===== src/design/tco_pkg.sv =====
`timescale 1ns / 1ps
// ----------------------------------------------------------------------------
// tco_pkg: shared types and constants for the three-caster odometry block
// Register indexes, CORDIC constants and the sequencer state type.
// ----------------------------------------------------------------------------
package tco_pkg;

	localparam int unsigned REG_IDX_W = 3;
	localparam int unsigned CFG_W     = 24;

	localparam logic [REG_IDX_W-1:0] REG_MPT   = 3'd0;
	localparam logic [REG_IDX_W-1:0] REG_FLG   = 3'd1;
	localparam logic [REG_IDX_W-1:0] REG_FRG   = 3'd2;
	localparam logic [REG_IDX_W-1:0] REG_RG    = 3'd3;
	localparam logic [REG_IDX_W-1:0] REG_SPACE = 3'd4;

	// datapath width for CORDIC and positions
	localparam int unsigned DW = 64;

	localparam logic signed [DW-1:0] KGAIN_Q30  = 64'sd652032874;
	localparam logic signed [DW-1:0] HALFPI_Q30 = 64'sd1686629713;
	localparam logic signed [DW-1:0] PI_Q30     = 64'sd3373259426;
	localparam logic [31:0]          SQRT3_Q30  = 32'd1859775393;

	typedef enum logic [3:0] {
		ST_IDLE,
		ST_DIST,   // serial multiply ticks*mpt*gain
		ST_SCPREP,
		ST_SC,     // serial multiply d*sqrt3, then divide by 6<<26
		ST_SCDIV,
		ST_ROT,    // CORDIC sin/cos iterations
		ST_PX,     // serial multiply co*dist
		ST_PY,     // serial multiply si*dist
		ST_NEXT,
		ST_SUM,
		ST_DIV48,
		ST_NORM,
		ST_VEC,
		ST_DONE,
		ST_OUT
	} tco_state_t;

	function automatic logic signed [DW-1:0] atan_entry(input logic [4:0] i);
		logic signed [DW-1:0] r;
		case (i)
			5'd0:  r = 64'sd843314857;
			5'd1:  r = 64'sd497837829;
			5'd2:  r = 64'sd263043837;
			5'd3:  r = 64'sd133525159;
			5'd4:  r = 64'sd67021687;
			5'd5:  r = 64'sd33543516;
			5'd6:  r = 64'sd16775851;
			5'd7:  r = 64'sd8388437;
			5'd8:  r = 64'sd4194283;
			5'd9:  r = 64'sd2097149;
			5'd31: r = '0;
			default: r = 64'sd1 <<< (5'd30 - i);
		endcase
		return r;
	endfunction

endpackage


===== src/design/tco_sermul.sv =====
`timescale 1ns / 1ps
// ----------------------------------------------------------------------------
// tco_sermul: bit-serial signed multiplier
// Shift-and-add, one multiplier bit per cycle; multiplier taken as unsigned
// magnitude, sign applied at the end.
// ----------------------------------------------------------------------------
module tco_sermul
	import tco_pkg::*;
(
	input  logic                 clk,
	input  logic                 arst_n,
	input  logic                 start,
	input  logic signed [DW-1:0] a,
	input  logic signed [DW-1:0] b,
	output logic                 done,
	output logic signed [DW-1:0] p
);
	logic [DW-1:0] mc_q;
	logic [DW-1:0] mp_q;
	logic [DW-1:0] acc_q;
	logic          neg_q;
	logic          busy_q;
	logic          done_q;
	logic [DW-1:0] abs_b;

	assign abs_b = b[DW-1] ? (~b + 1'b1) : b;

	always_ff @(posedge clk or negedge arst_n) begin
		if (!arst_n) begin
			busy_q <= 1'b0;
			done_q <= 1'b0;
		end else begin
			done_q <= 1'b0;
			if (start) begin
				busy_q <= 1'b1;
			end else if (busy_q && mp_q == '0) begin
				busy_q <= 1'b0;
				done_q <= 1'b1;
			end
		end
	end

	always_ff @(posedge clk) begin
		if (start) begin
			mc_q  <= a;
			mp_q  <= abs_b;
			neg_q <= b[DW-1];
			acc_q <= '0;
		end else if (busy_q && mp_q != '0) begin
			if (mp_q[0]) acc_q <= acc_q + mc_q;
			mc_q <= mc_q << 1;
			mp_q <= mp_q >> 1;
		end
	end

	assign done = done_q;
	assign p    = neg_q ? (~acc_q + 1'b1) : acc_q;
endmodule


===== config.mk =====
export PLATFORM = sky130hd
export DESIGN_NAME = tco_sermul
export DESIGN_NICKNAME = d
export VERILOG_FILES = /design/src/design/tco_pkg.sv /design/src/design/tco_sermul.sv
export SDC_FILE = /design/constraint.sdc
export NUM_CORES = 1
export LEC_CHECK = 0
export BUFFER_PORTS_ARGS = -buffer_cell sky130_fd_sc_hd__buf_2
export CORE_MARGIN = 2
export CORE_UTILIZATION = 46
export DETAILED_ROUTE_END_ITERATION = 12
export GPL_ROUTABILITY_DRIVEN = 0
export PLACE_DENSITY = 0.63
export SYNTH_ARGS = -nofsm -noshare
export SYNTH_HDL_FRONTEND = slang
export SYNTH_SLANG_ARGS = --single-unit
export TNS_END_PERCENT = 1

===== constraint.sdc =====
create_clock -name clk -period 8.25 [get_ports clk]
set_input_delay 1.2375 -clock clk [delete_from_list [all_inputs] [get_ports clk]]
set_output_delay 1.2375 -clock clk [all_outputs]
set_load 0.02 [all_outputs]

* Word level (Yosys, flattened, before mapping)
Cells that the tools add are included.
** Storage, ports and cells
- Flip-flop bits (word level) :: 195
- Bits of input ports :: 131
- Word-level logic and storage cells :: 28
** Operators by class
- Reductions and logical operators :: 7
- Bitwise gates (word level) :: 2
- Add/sub/neg operators :: 3
- Multiplexer cells :: 10
** Operators by type and width (count)
- $mux 64 :: 6
- $add 64x1->64 const B :: 2
- $not 64->64 :: 2
- $add 64x64->64 :: 1
- $logic_not 64->1 :: 1
- $reduce_bool 64->1 :: 1
- $mux 1 :: 4
- $reduce_bool 2->1 :: 2
- $logic_and 1x1->1 :: 2
- $reduce_and 2->1 :: 1

* Logic depth before layout (Yosys ltp)
Gate-level depths: netlist (run 1).
- Word-level depth :: 4
- Mapped depth :: 14
- Depth with buffers taken out :: 13

* Least setup slack after synthesis (run 1)
No wires, ideal clock.
- Path type :: input to register
- From :: in b[17]
- To :: reg mp_q[58], data pin
- Data required time :: 7980 ps
- Library setup time :: 270 ps
- Stages :: 11
- Slack :: 3235 ps
- Data arrival time :: 4745 ps
- Path buffers :: 1
- Cells stage by stage :: or4_4 or4_4 or4_4 buf_6 or4_4 or3_1 or2_1 or4_4 o31ai_4 xor2_1 a21oi_1
** Between the ends
- Longest elaborated chain between the ends :: 4
** RTL lines
- start, declared :: RTL line tco_sermul.sv:14 : input logic signed [DW-1:0] b,
- $not 64->64 :: RTL line tco_sermul.sv:26 : assign abs_b = b[DW-1] ? (~b + 1'b1) : b;
- $add 64x1->64 :: RTL line tco_sermul.sv:26
- $mux 64 :: RTL line tco_sermul.sv:26
- $mux 64 :: RTL line tco_sermul.sv:44 : if (start) begin
- end signal, assigned :: RTL line tco_sermul.sv:46 : mp_q <= abs_b;
- end signal, assigned :: RTL line tco_sermul.sv:52 : mp_q <= mp_q >> 1;
- end, declared :: RTL line tco_sermul.sv:19 : logic [DW-1:0] mp_q;
No other way between the ends.
A chain may end at the register's enable or synchronous reset.

* Worst setup path after layout (run 1)
- From :: reg acc_q[2]
- To :: out p[62]
** Between the ends
- Longest elaborated chain between the ends :: 3
** RTL lines
- start, declared :: RTL line tco_sermul.sv:20 : logic [DW-1:0] acc_q;
- start signal, assigned :: RTL line tco_sermul.sv:50 : if (mp_q[0]) acc_q <= acc_q + mc_q;
- $not 64->64 :: RTL line tco_sermul.sv:57 : assign p = neg_q ? (~acc_q + 1'b1) : acc_q;
- $add 64x1->64 :: RTL line tco_sermul.sv:57
- $mux 64 :: RTL line tco_sermul.sv:57
- end, declared :: RTL line tco_sermul.sv:16 : output logic signed [DW-1:0] p
No other way between the ends.

==> impl_metrics.prom, run 1 <==
# TYPE chip_impl_metric gauge
chip_impl_info{name="result_of_the_run",value="finished clean"} 1
chip_impl_info{name="dominantRegCellSynth",value="sky130_fd_sc_hd__edfxtp_1"} 1
chip_impl_metric{name="tightest_slew",unit="ps"} 1030
chip_impl_metric{name="initial_drt_markers",unit=""} 810
chip_impl_metric{name="routed_wl",unit="um"} 36600
chip_impl_info{name="timing.critical_path.cells",value="nor4_1 > nand2_1 > or3_1 > or3_1 > or2_2 > nor2_1 > nand2_1 > inv_1 > nand4_1 > o21ai_0 > xnor2_1 > buf_2"} 1
chip_impl_info{name="grt_setup_unrepaired",value="false"} 1
chip_impl_metric{name="fin_nets",unit=""} 1889
chip_impl_metric{name="slowest_stage_delay_on_critical_path",unit="ps"} 460
chip_impl_metric{name="drv_cap",unit=""} 0
chip_impl_metric{name="post_drt_wl_per_cell",unit="um"} 17.4
chip_impl_metric{name="setup_viol",unit=""} 0
chip_impl_metric{name="cts.reportedPaths.clkPinSlew",unit="ps"} 80
chip_impl_metric{name="critical_path_required",unit="ps"} 7010
chip_impl_info{name="type_of_the_most_critical_hold_path",value="flop to flop"} 1
chip_impl_info{name="path_class",value="flop to primary output"} 1
chip_impl_metric{name="floorplan.core_area",unit="mm2"} 0.0297
chip_impl_metric{name="worstPathArrival",unit="ps"} 4080
chip_impl_metric{name="clk_path_buf_depth",unit=""} 2
chip_impl_metric{name="drt_drc_violations_left",unit=""} 0
chip_impl_metric{name="htree_num_levels",unit=""} 4
chip_impl_metric{name="critPathBufInv",unit=""} 2
chip_impl_metric{name="pin_count_of_the_biggest_net_entering_global_routing",unit=""} 99
chip_impl_metric{name="cts_num_sinks",unit=""} 195
chip_impl_metric{name="die_width",unit="um"} 178
chip_impl_metric{name="die_h",unit="um"} 178
chip_impl_metric{name="power.leakage",unit="uW"} 0.00636
chip_impl_metric{name="number_of_instances_in_the_synthesized_netlist",unit=""} 1554
chip_impl_metric{name="worst_ir_drop_vdd",unit="V"} 0.000166
chip_impl_metric{name="gr_ovfl_total",unit=""} 0
chip_impl_metric{name="routed_via_density",unit=""} 5.77
chip_impl_metric{name="setup-tns-final",unit="ps"} 0
chip_impl_metric{name="tritoncts.num_buffers",unit=""} 17
chip_impl_info{name="timing.critical_path.max_delay_family",value="simple AND/OR/NAND/NOR gates"} 1
chip_impl_metric{name="grt_first_pass_wirelength",unit="um"} 58400
chip_impl_info{name="clk_tree_root_cell",value="sky130_fd_sc_hd__clkbuf_16"} 1
chip_impl_info{name="slowest_stage_cell_cp",value="sky130_fd_sc_hd__or3_1"} 1
chip_impl_metric{name="dieArea",unit="mm2"} 0.0316
chip_impl_metric{name="layout-drive-gt1-share",unit="%"} 18.7
chip_impl_metric{name="synth_enable_flop_cells",unit=""} 129
chip_impl_metric{name="global_route.usage.total",unit="%"} 23.3
chip_impl_metric{name="met3_length",unit="um"} 2330
chip_impl_metric{name="vias",unit=""} 12114
chip_impl_info{name="yosys-top-cells-area",value="sky130_fd_sc_hd__edfxtp_1, sky130_fd_sc_hd__dfxtp_1, sky130_fd_sc_hd__a21oi_1, sky130_fd_sc_hd__xnor2_1, sky130_fd_sc_hd__ha_1"} 1
chip_impl_metric{name="ys.warnings.count",unit=""} 0
chip_impl_metric{name="post_cts_repair_resize_count",unit=""} 0
chip_impl_metric{name="max_freq",unit="MHz"} 188
chip_impl_info{name="post-synth-top-area-cell",value="sky130_fd_sc_hd__edfxtp_1"} 1
chip_impl_info{name="netlist_top_cells_count",value="sky130_fd_sc_hd__a21oi_1, sky130_fd_sc_hd__nand2_1, sky130_fd_sc_hd__edfxtp_1, sky130_fd_sc_hd__nor2_1, sky130_fd_sc_hd__xnor2_1"} 1
chip_impl_metric{name="cts_hold_buf",unit=""} 0
chip_impl_info{name="worst_setup_ep_type",value="primary output"} 1
chip_impl_metric{name="postSynthNetCount",unit=""} 1751
chip_impl_metric{name="finalNonFillerCells",unit=""} 2100
chip_impl_metric{name="finalMaxSlewViolations",unit=""} 0
chip_impl_metric{name="hpwlAfterDp",unit="um"} 27200
chip_impl_metric{name="area_delta_synth_final",unit="%"} 12.8
chip_impl_metric{name="netlist.area_leader.share",unit="%"} 27.9
chip_impl_metric{name="postCtsSetupBuffers",unit=""} 0
chip_impl_metric{name="worst-path-max-fanout",unit=""} 6
chip_impl_metric{name="yosysSeqAreaShare",unit="%"} 37.4
chip_impl_info{name="synth.most_common_cell",value="sky130_fd_sc_hd__a21oi_1"} 1
chip_impl_info{name="timing.critical_path.from_type",value="flop"} 1
chip_impl_metric{name="asyncSetResetFlopFracSynth",unit="%"} 1.03
chip_impl_metric{name="detailroute.wirelength.met2",unit="um"} 16100
chip_impl_metric{name="m1_wl",unit="um"} 17500
chip_impl_metric{name="clkLatencyLatePin",unit="ps"} 460
chip_impl_metric{name="layout_min_cycle_time",unit="ps"} 5320
chip_impl_metric{name="ys_seq_elements",unit=""} 195
chip_impl_metric{name="post_synth_instance_area",unit="mm2"} 0.0139
chip_impl_metric{name="synth.lib_cells_used.distinct",unit=""} 68
chip_impl_metric{name="floorplan.initialDensity",unit="%"} 46.8
chip_impl_metric{name="io-pin-count",unit=""} 196
chip_impl_metric{name="setup.reg_to_reg.worst_slack",unit="ps"} 3840
chip_impl_info{name="route.top_layer_used",value="met5"} 1
chip_impl_metric{name="detailedRoute.firstPassIterationCount",unit=""} 5
chip_impl_metric{name="slew_headroom",unit="%"} 31.0
chip_impl_metric{name="post-route-period-util",unit="%"} 64.5
chip_impl_metric{name="port_buffers",unit=""} 195
chip_impl_info{name="cts_tree",value="yes"} 1
chip_impl_metric{name="power.density_cell_area",unit="mW/mm2"} 259
chip_impl_metric{name="grt_antenna_before_repair",unit=""} 9
chip_impl_metric{name="placed_cells_incl_taps",unit=""} 2063
chip_impl_metric{name="synthesis.area_per_instance",unit="um2"} 8.95
chip_impl_metric{name="final_antenna_net_count",unit=""} 0
chip_impl_metric{name="finalClockSkew",unit="ps"} 12.1
chip_impl_metric{name="timing_hold_violations_final",unit=""} 0
chip_impl_metric{name="grt_pass1_vias",unit=""} 11355
chip_impl_metric{name="rows",unit=""} 63
[registers in the layout, summed over array words and instances, names as in the netlist]
register,flops
acc_q,64
busy_q,1
done,1
mc_q,64
mp_q,64
neg_q,1
[path summary, 6_finish.rpt]
check,startpoint,end,cells after the start
setup / recovery,acc_q[2],p[62],12
hold / removal,acc_q[23],acc_q[23],2
setup reg to reg,acc_q[0],acc_q[60],13
hold reg to reg,acc_q[23],acc_q[23],2
max in group asynchronous,arst_n,busy_q,1
min in group asynchronous,arst_n,done,1
[power breakdown]
part	leakage (uW)	internal, uW	switching, uW
logic	0.00418	751	1090
registers	0.00190	1210	193
clock network	0.000281	421	394
[area by class of cell]
type / count / area (um2)
antenna: 5 / 12.5
clock buffer: 18 / 429
clock inverter: 14 / 129
fill: 2787 / 14000
inverter: 29 / 109
multi-input combinational: 1246 / 8270
sequential: 195 / 5200
tap: 390 / 488
timing repair buffer: 203 / 1040
[metal layers]
layer,GRT usage [%],up-vias
li1,-,6026
met1,33.1,5690
met2,36.0,342
met3,4.22,48
met4,7.04,8
met5,0,-
[layout by cell type (no fill, tap or decap), types with 5 or more instances in the layout]
cell	synthesis	final
sky130_fd_sc_hd__nor2b_1	12	12
sky130_fd_sc_hd__a21oi_1	181	181
sky130_fd_sc_hd__ha_1	65	65
sky130_fd_sc_hd__nand3_1	16	16
sky130_fd_sc_hd__a211oi_1	11	11
sky130_fd_sc_hd__nand2b_1	17	17
sky130_fd_sc_hd__clkbuf_16	0	17
sky130_fd_sc_hd__o21ai_0	87	87
sky130_fd_sc_hd__o31ai_1	35	35
sky130_fd_sc_hd__nand4_1	22	22
sky130_fd_sc_hd__dfxtp_1	64	64
sky130_fd_sc_hd__a21boi_0	5	5
sky130_fd_sc_hd__and2_1	6	5
sky130_fd_sc_hd__or2_2	8	7
sky130_fd_sc_hd__xnor2_1	95	95
sky130_fd_sc_hd__xor2_1	76	76
sky130_fd_sc_hd__or4_4	7	7
sky130_fd_sc_hd__a21o_1	34	34
sky130_fd_sc_hd__o41ai_1	22	22
sky130_fd_sc_hd__nor2_1	119	119
sky130_fd_sc_hd__nor3_1	16	16
sky130_fd_sc_hd__buf_2	1	194
sky130_fd_sc_hd__edfxtp_1	129	129
sky130_fd_sc_hd__o21bai_1	14	14
sky130_fd_sc_hd__nand2_1	171	170
sky130_fd_sc_hd__nand3b_1	7	7
sky130_fd_sc_hd__o21a_1	12	12
sky130_fd_sc_hd__buf_4	1	8
sky130_fd_sc_hd__inv_1	29	29
sky130_fd_sc_hd__and3_1	9	9
sky130_fd_sc_hd__or4_1	16	16
sky130_fd_sc_hd__or3_1	31	31
sky130_fd_sc_hd__mux2_2	66	66
sky130_fd_sc_hd__diode_2	0	5
sky130_fd_sc_hd__a31oi_1	5	5
sky130_fd_sc_hd__nor4_1	25	25
[per-stage QoR]
stage | util (%) | worst slack (ps) | power [uW] | hold WS [ps] | area [um2]
after floorplan | - | 3230 | 2740 | 468 | 13900
after global routing | 52.8 | 2540 | 4340 | 540 | 15700
after CTS | 52.8 | 2900 | 4080 | 511 | 15700
after detailed placement | 50.9 | 2820 | 3250 | 498 | 15100
after global placement | 50.9 | 2870 | 3230 | 483 | 15100
final | 52.8 | 2930 | 4070 | 514 | 15700
[cells by family (layout without fill, tap and decap cells)]
group / Yosys count / in the layout / synth area share, %
XOR/XNOR: 171 / 171 / 10.8
other: 0 / 5 / 0
flip-flops: 195 / 195 / 37.4
multiplexers: 70 / 70 / 5.63
buffers and inverters: 113 / 264 / 3.14
AND/OR/NAND/NOR: 492 / 492 / 17.2
adder cells (fa/ha/maj): 66 / 66 / 5.99
AO/OA/AOI/OAI: 447 / 447 / 19.8
[tightest hold or removal path, stage by stage, from the launching register on]
cell and delay, ps:
sky130_fd_sc_hd__dfxtp_1 350, sky130_fd_sc_hd__nand2_1 70, sky130_fd_sc_hd__a21oi_1 50
Note: power is estimated with default switching activity, not from simulation.
==> run 2, diff against run 1 <==
==> constraint.sdc (replaced) <==
create_clock -name clk -period 5.4 [get_ports clk]
set_input_delay 0.81 -clock clk [delete_from_list [all_inputs] [get_ports clk]]
set_output_delay 0.81 -clock clk [all_outputs]
set_load 0.02 [all_outputs]
==> run 2 against run 1 <==
Sequential power grew 53%. Critical path type unchanged. Combinational power grew 53%. Final area up 0.25%. Worst hold slack worse by 380 ps. Core utilization is 0.13 points higher.
==> impl_metrics.prom, run 2 (synthesis results as in run 1) <==
# TYPE chip_impl_metric gauge
chip_impl_info{name="cts_tree",value="yes"} 1
chip_impl_metric{name="finalNonFillerCells",unit=""} 2101
chip_impl_metric{name="layout_min_cycle_time",unit="ps"} 4990
chip_impl_metric{name="layout-drive-gt1-share",unit="%"} 18.7
chip_impl_metric{name="postPlaceCellArea",unit="mm2"} 0.0152
chip_impl_metric{name="global_route.usage.total",unit="%"} 23.6
chip_impl_metric{name="post-route-period-util",unit="%"} 92.4
chip_impl_metric{name="vias",unit=""} 12117
chip_impl_metric{name="htree_num_levels",unit=""} 4
chip_impl_info{name="layout.cells.most_common_list",value="sky130_fd_sc_hd__buf_2, sky130_fd_sc_hd__a21oi_1, sky130_fd_sc_hd__nand2_1"} 1
chip_impl_info{name="cp-startpoint",value="acc_q[2]"} 1
chip_impl_metric{name="tritoncts.num_buffers",unit=""} 17
chip_impl_metric{name="worst_ir_drop_vdd",unit="V"} 0.000254
chip_impl_info{name="result_of_the_run",value="finished clean"} 1
chip_impl_metric{name="clk_path_buf_depth",unit=""} 2
chip_impl_metric{name="pwr-share-comb",unit="%"} 45.3
chip_impl_metric{name="hold_slack",unit="ps"} 131
chip_impl_metric{name="power.internal",unit="uW"} 3640
chip_impl_metric{name="hpwlAfterDp",unit="um"} 27600
chip_impl_metric{name="cts.reportedPaths.clkPinSlew",unit="ps"} 80
chip_impl_metric{name="power.leakage",unit="uW"} 0.00637
chip_impl_metric{name="cts_hold_buf",unit=""} 0
chip_impl_metric{name="seq_power_share",unit="%"} 34.7
chip_impl_info{name="worst_setup_ep_type",value="primary output"} 1
chip_impl_metric{name="rows",unit=""} 63
chip_impl_metric{name="die_width",unit="um"} 178
chip_impl_info{name="grt_setup_unrepaired",value="false"} 1
chip_impl_metric{name="worstPathArrival",unit="ps"} 4180
chip_impl_info{name="timing.critical_path.cells",value="nor4_1 > nand2_1 > or3_1 > or3_1 > or2_2 > nor2_1 > nand2_1 > inv_1 > nand4_1 > o21ai_0 > xnor2_1 > buf_2"} 1
chip_impl_metric{name="clkLatencyLatePin",unit="ps"} 460
chip_impl_metric{name="die_h",unit="um"} 178
chip_impl_metric{name="power.net_switching",unit="uW"} 2570
chip_impl_metric{name="filler_cell_count",unit=""} 2804
chip_impl_metric{name="routed_via_density",unit=""} 5.77
chip_impl_metric{name="post_drt_wl_per_cell",unit="um"} 17.6
chip_impl_info{name="slowest_stage_cell_cp",value="sky130_fd_sc_hd__or3_1"} 1
chip_impl_info{name="timing.critical_path.from_type",value="flop"} 1
chip_impl_metric{name="slew_headroom",unit="%"} 26.5
chip_impl_metric{name="routed_wl",unit="um"} 37100
chip_impl_info{name="type_of_the_most_critical_hold_path",value="input pin to async pin"} 1
chip_impl_metric{name="netSwitchingFraction",unit="%"} 41.4
chip_impl_metric{name="power.share.clock",unit="%"} 20.0
chip_impl_metric{name="dieArea",unit="mm2"} 0.0316
chip_impl_metric{name="floorplan.core_area",unit="mm2"} 0.0297
chip_impl_metric{name="timing_hold_violations_final",unit=""} 0
chip_impl_metric{name="initial_drt_markers",unit=""} 864
chip_impl_info{name="path_class",value="flop to primary output"} 1
chip_impl_metric{name="floorplan.initialDensity",unit="%"} 46.8
chip_impl_metric{name="port_buffers",unit=""} 195
chip_impl_metric{name="grt_antenna_before_repair",unit=""} 9
chip_impl_metric{name="drt_drc_violations_left",unit=""} 0
chip_impl_metric{name="postCtsSetupBuffers",unit=""} 0
chip_impl_info{name="clk_tree_root_cell",value="sky130_fd_sc_hd__clkbuf_16"} 1
chip_impl_metric{name="stdcell_area",unit="mm2"} 0.0157
chip_impl_metric{name="final_antenna_net_count",unit=""} 0
chip_impl_metric{name="finalClockSkew",unit="ps"} 15.6
chip_impl_metric{name="max_freq",unit="MHz"} 200
chip_impl_metric{name="detailedRoute.firstPassIterationCount",unit=""} 5
chip_impl_info{name="reg.largest.list",value="acc_q x64, mc_q x64, mp_q x64"} 1
chip_impl_metric{name="post_cts_repair_resize_count",unit=""} 0
chip_impl_metric{name="power.density_cell_area",unit="mW/mm2"} 395
chip_impl_metric{name="grt_first_pass_wirelength",unit="um"} 59000
chip_impl_metric{name="finalMaxSlewViolations",unit=""} 0
chip_impl_metric{name="area_delta_synth_final",unit="%"} 13.1
chip_impl_metric{name="grt_pass1_vias",unit=""} 11403
chip_impl_info{name="most_frequent_standard_cell_in_the_layout_excluding_fill_and_tap_cells",value="sky130_fd_sc_hd__buf_2"} 1
chip_impl_metric{name="setup-tns-final",unit="ps"} 0
chip_impl_metric{name="drv_cap",unit=""} 0
chip_impl_metric{name="setup_viol",unit=""} 0
chip_impl_metric{name="tightest_slew",unit="ps"} 1100
chip_impl_metric{name="placed_cells_incl_taps",unit=""} 2064
chip_impl_metric{name="critical_path_required",unit="ps"} 4590
chip_impl_metric{name="worst-path-max-fanout",unit=""} 6
chip_impl_metric{name="gr_ovfl_total",unit=""} 0
chip_impl_metric{name="fin_nets",unit=""} 1890
chip_impl_metric{name="pin_count_of_the_biggest_net_entering_global_routing",unit=""} 200
chip_impl_metric{name="slowest_stage_delay_on_critical_path",unit="ps"} 470
chip_impl_metric{name="io-pin-count",unit=""} 196
chip_impl_info{name="critical_path.reg2reg.startpoint",value="acc_q[0]"} 1
chip_impl_metric{name="cts_num_sinks",unit=""} 195
[run 2: changes by cell type in the layout (fill, tap and decap cells not counted), sizes merged]
cell,change
bufinv,-1
clkbuf,+2
clkinvlp,+2
clkinv,-3
buf,+1
[run 2: per-stage QoR]
| step | setup slack [ps] | total power (uW) | utilization [%] |
|---|---|---|---|
| 2_1_floorplan | 812 | 4190 | - |
| 6_report | 408 | 6220 | 52.9 |
| 3_3_place_gp | 571 | 4940 | 51.0 |
| 4_1_cts | 430 | 6220 | 52.9 |
| 5_1_grt | 100 | 6650 | 52.9 |
| 3_5_place_dp | 493 | 4960 | 51.0 |
[run 2: final timing paths]
path | to | slack, ps | cells after the start
min in group clk | acc_q[10] | 510 | 2
worst max-delay path | p[62] | 410 | 12
worst max register to register | acc_q[60] | 1070 | 13
worst min-delay path | done | 130 | 1
max in group asynchronous | busy_q | 5170 | 1
worst min register to register | acc_q[10] | 510 | 2
[run 2: power by group through the flow]
| stage | clock, uW | combinational, uW | sequential [uW] |
|---|---|---|---|
| after global placement | 0 | 2770 | 2170 |
| after CTS | 1270 | 2800 | 2150 |
| final | 1240 | 2820 | 2160 |
| after global routing | 1330 | 3120 | 2200 |
| after detailed placement | 0 | 2780 | 2180 |
| after floorplan | 0 | 2110 | 2070 |
[run 2: per-layer routing]
layer / vias up / GRT usage, % / wire length [um]
met2: 333 / 37.0 / 16600
met4: 8 / 6.69 / 680
met3: 43 / 4.95 / 2340
met1: 5710 / 32.7 / 17400
met5: - / 0 / 55
li1: 6023 / - / -
[run 2: cell type report]
type	count	area (um2)	area share, %
clock inverter	12	96.3	0.613
inverter	29	109	0.692
multi-input combinational	1246	8270	52.6
sequential	195	5200	33.1
tap	390	488	3.10
clock buffer	20	468	2.98
antenna	5	12.5	0.0796
timing repair buffer	204	1080	6.85
[run 2: critical path: cells and delay by family, from the launching register on]
kind                   cells  cell delay [ps]
AND/OR/NAND/NOR            8             2440
flip-flops                 1              370
AO/OA/AOI/OAI              1              350
buffers and inverters      2              330
XOR/XNOR                   1              240
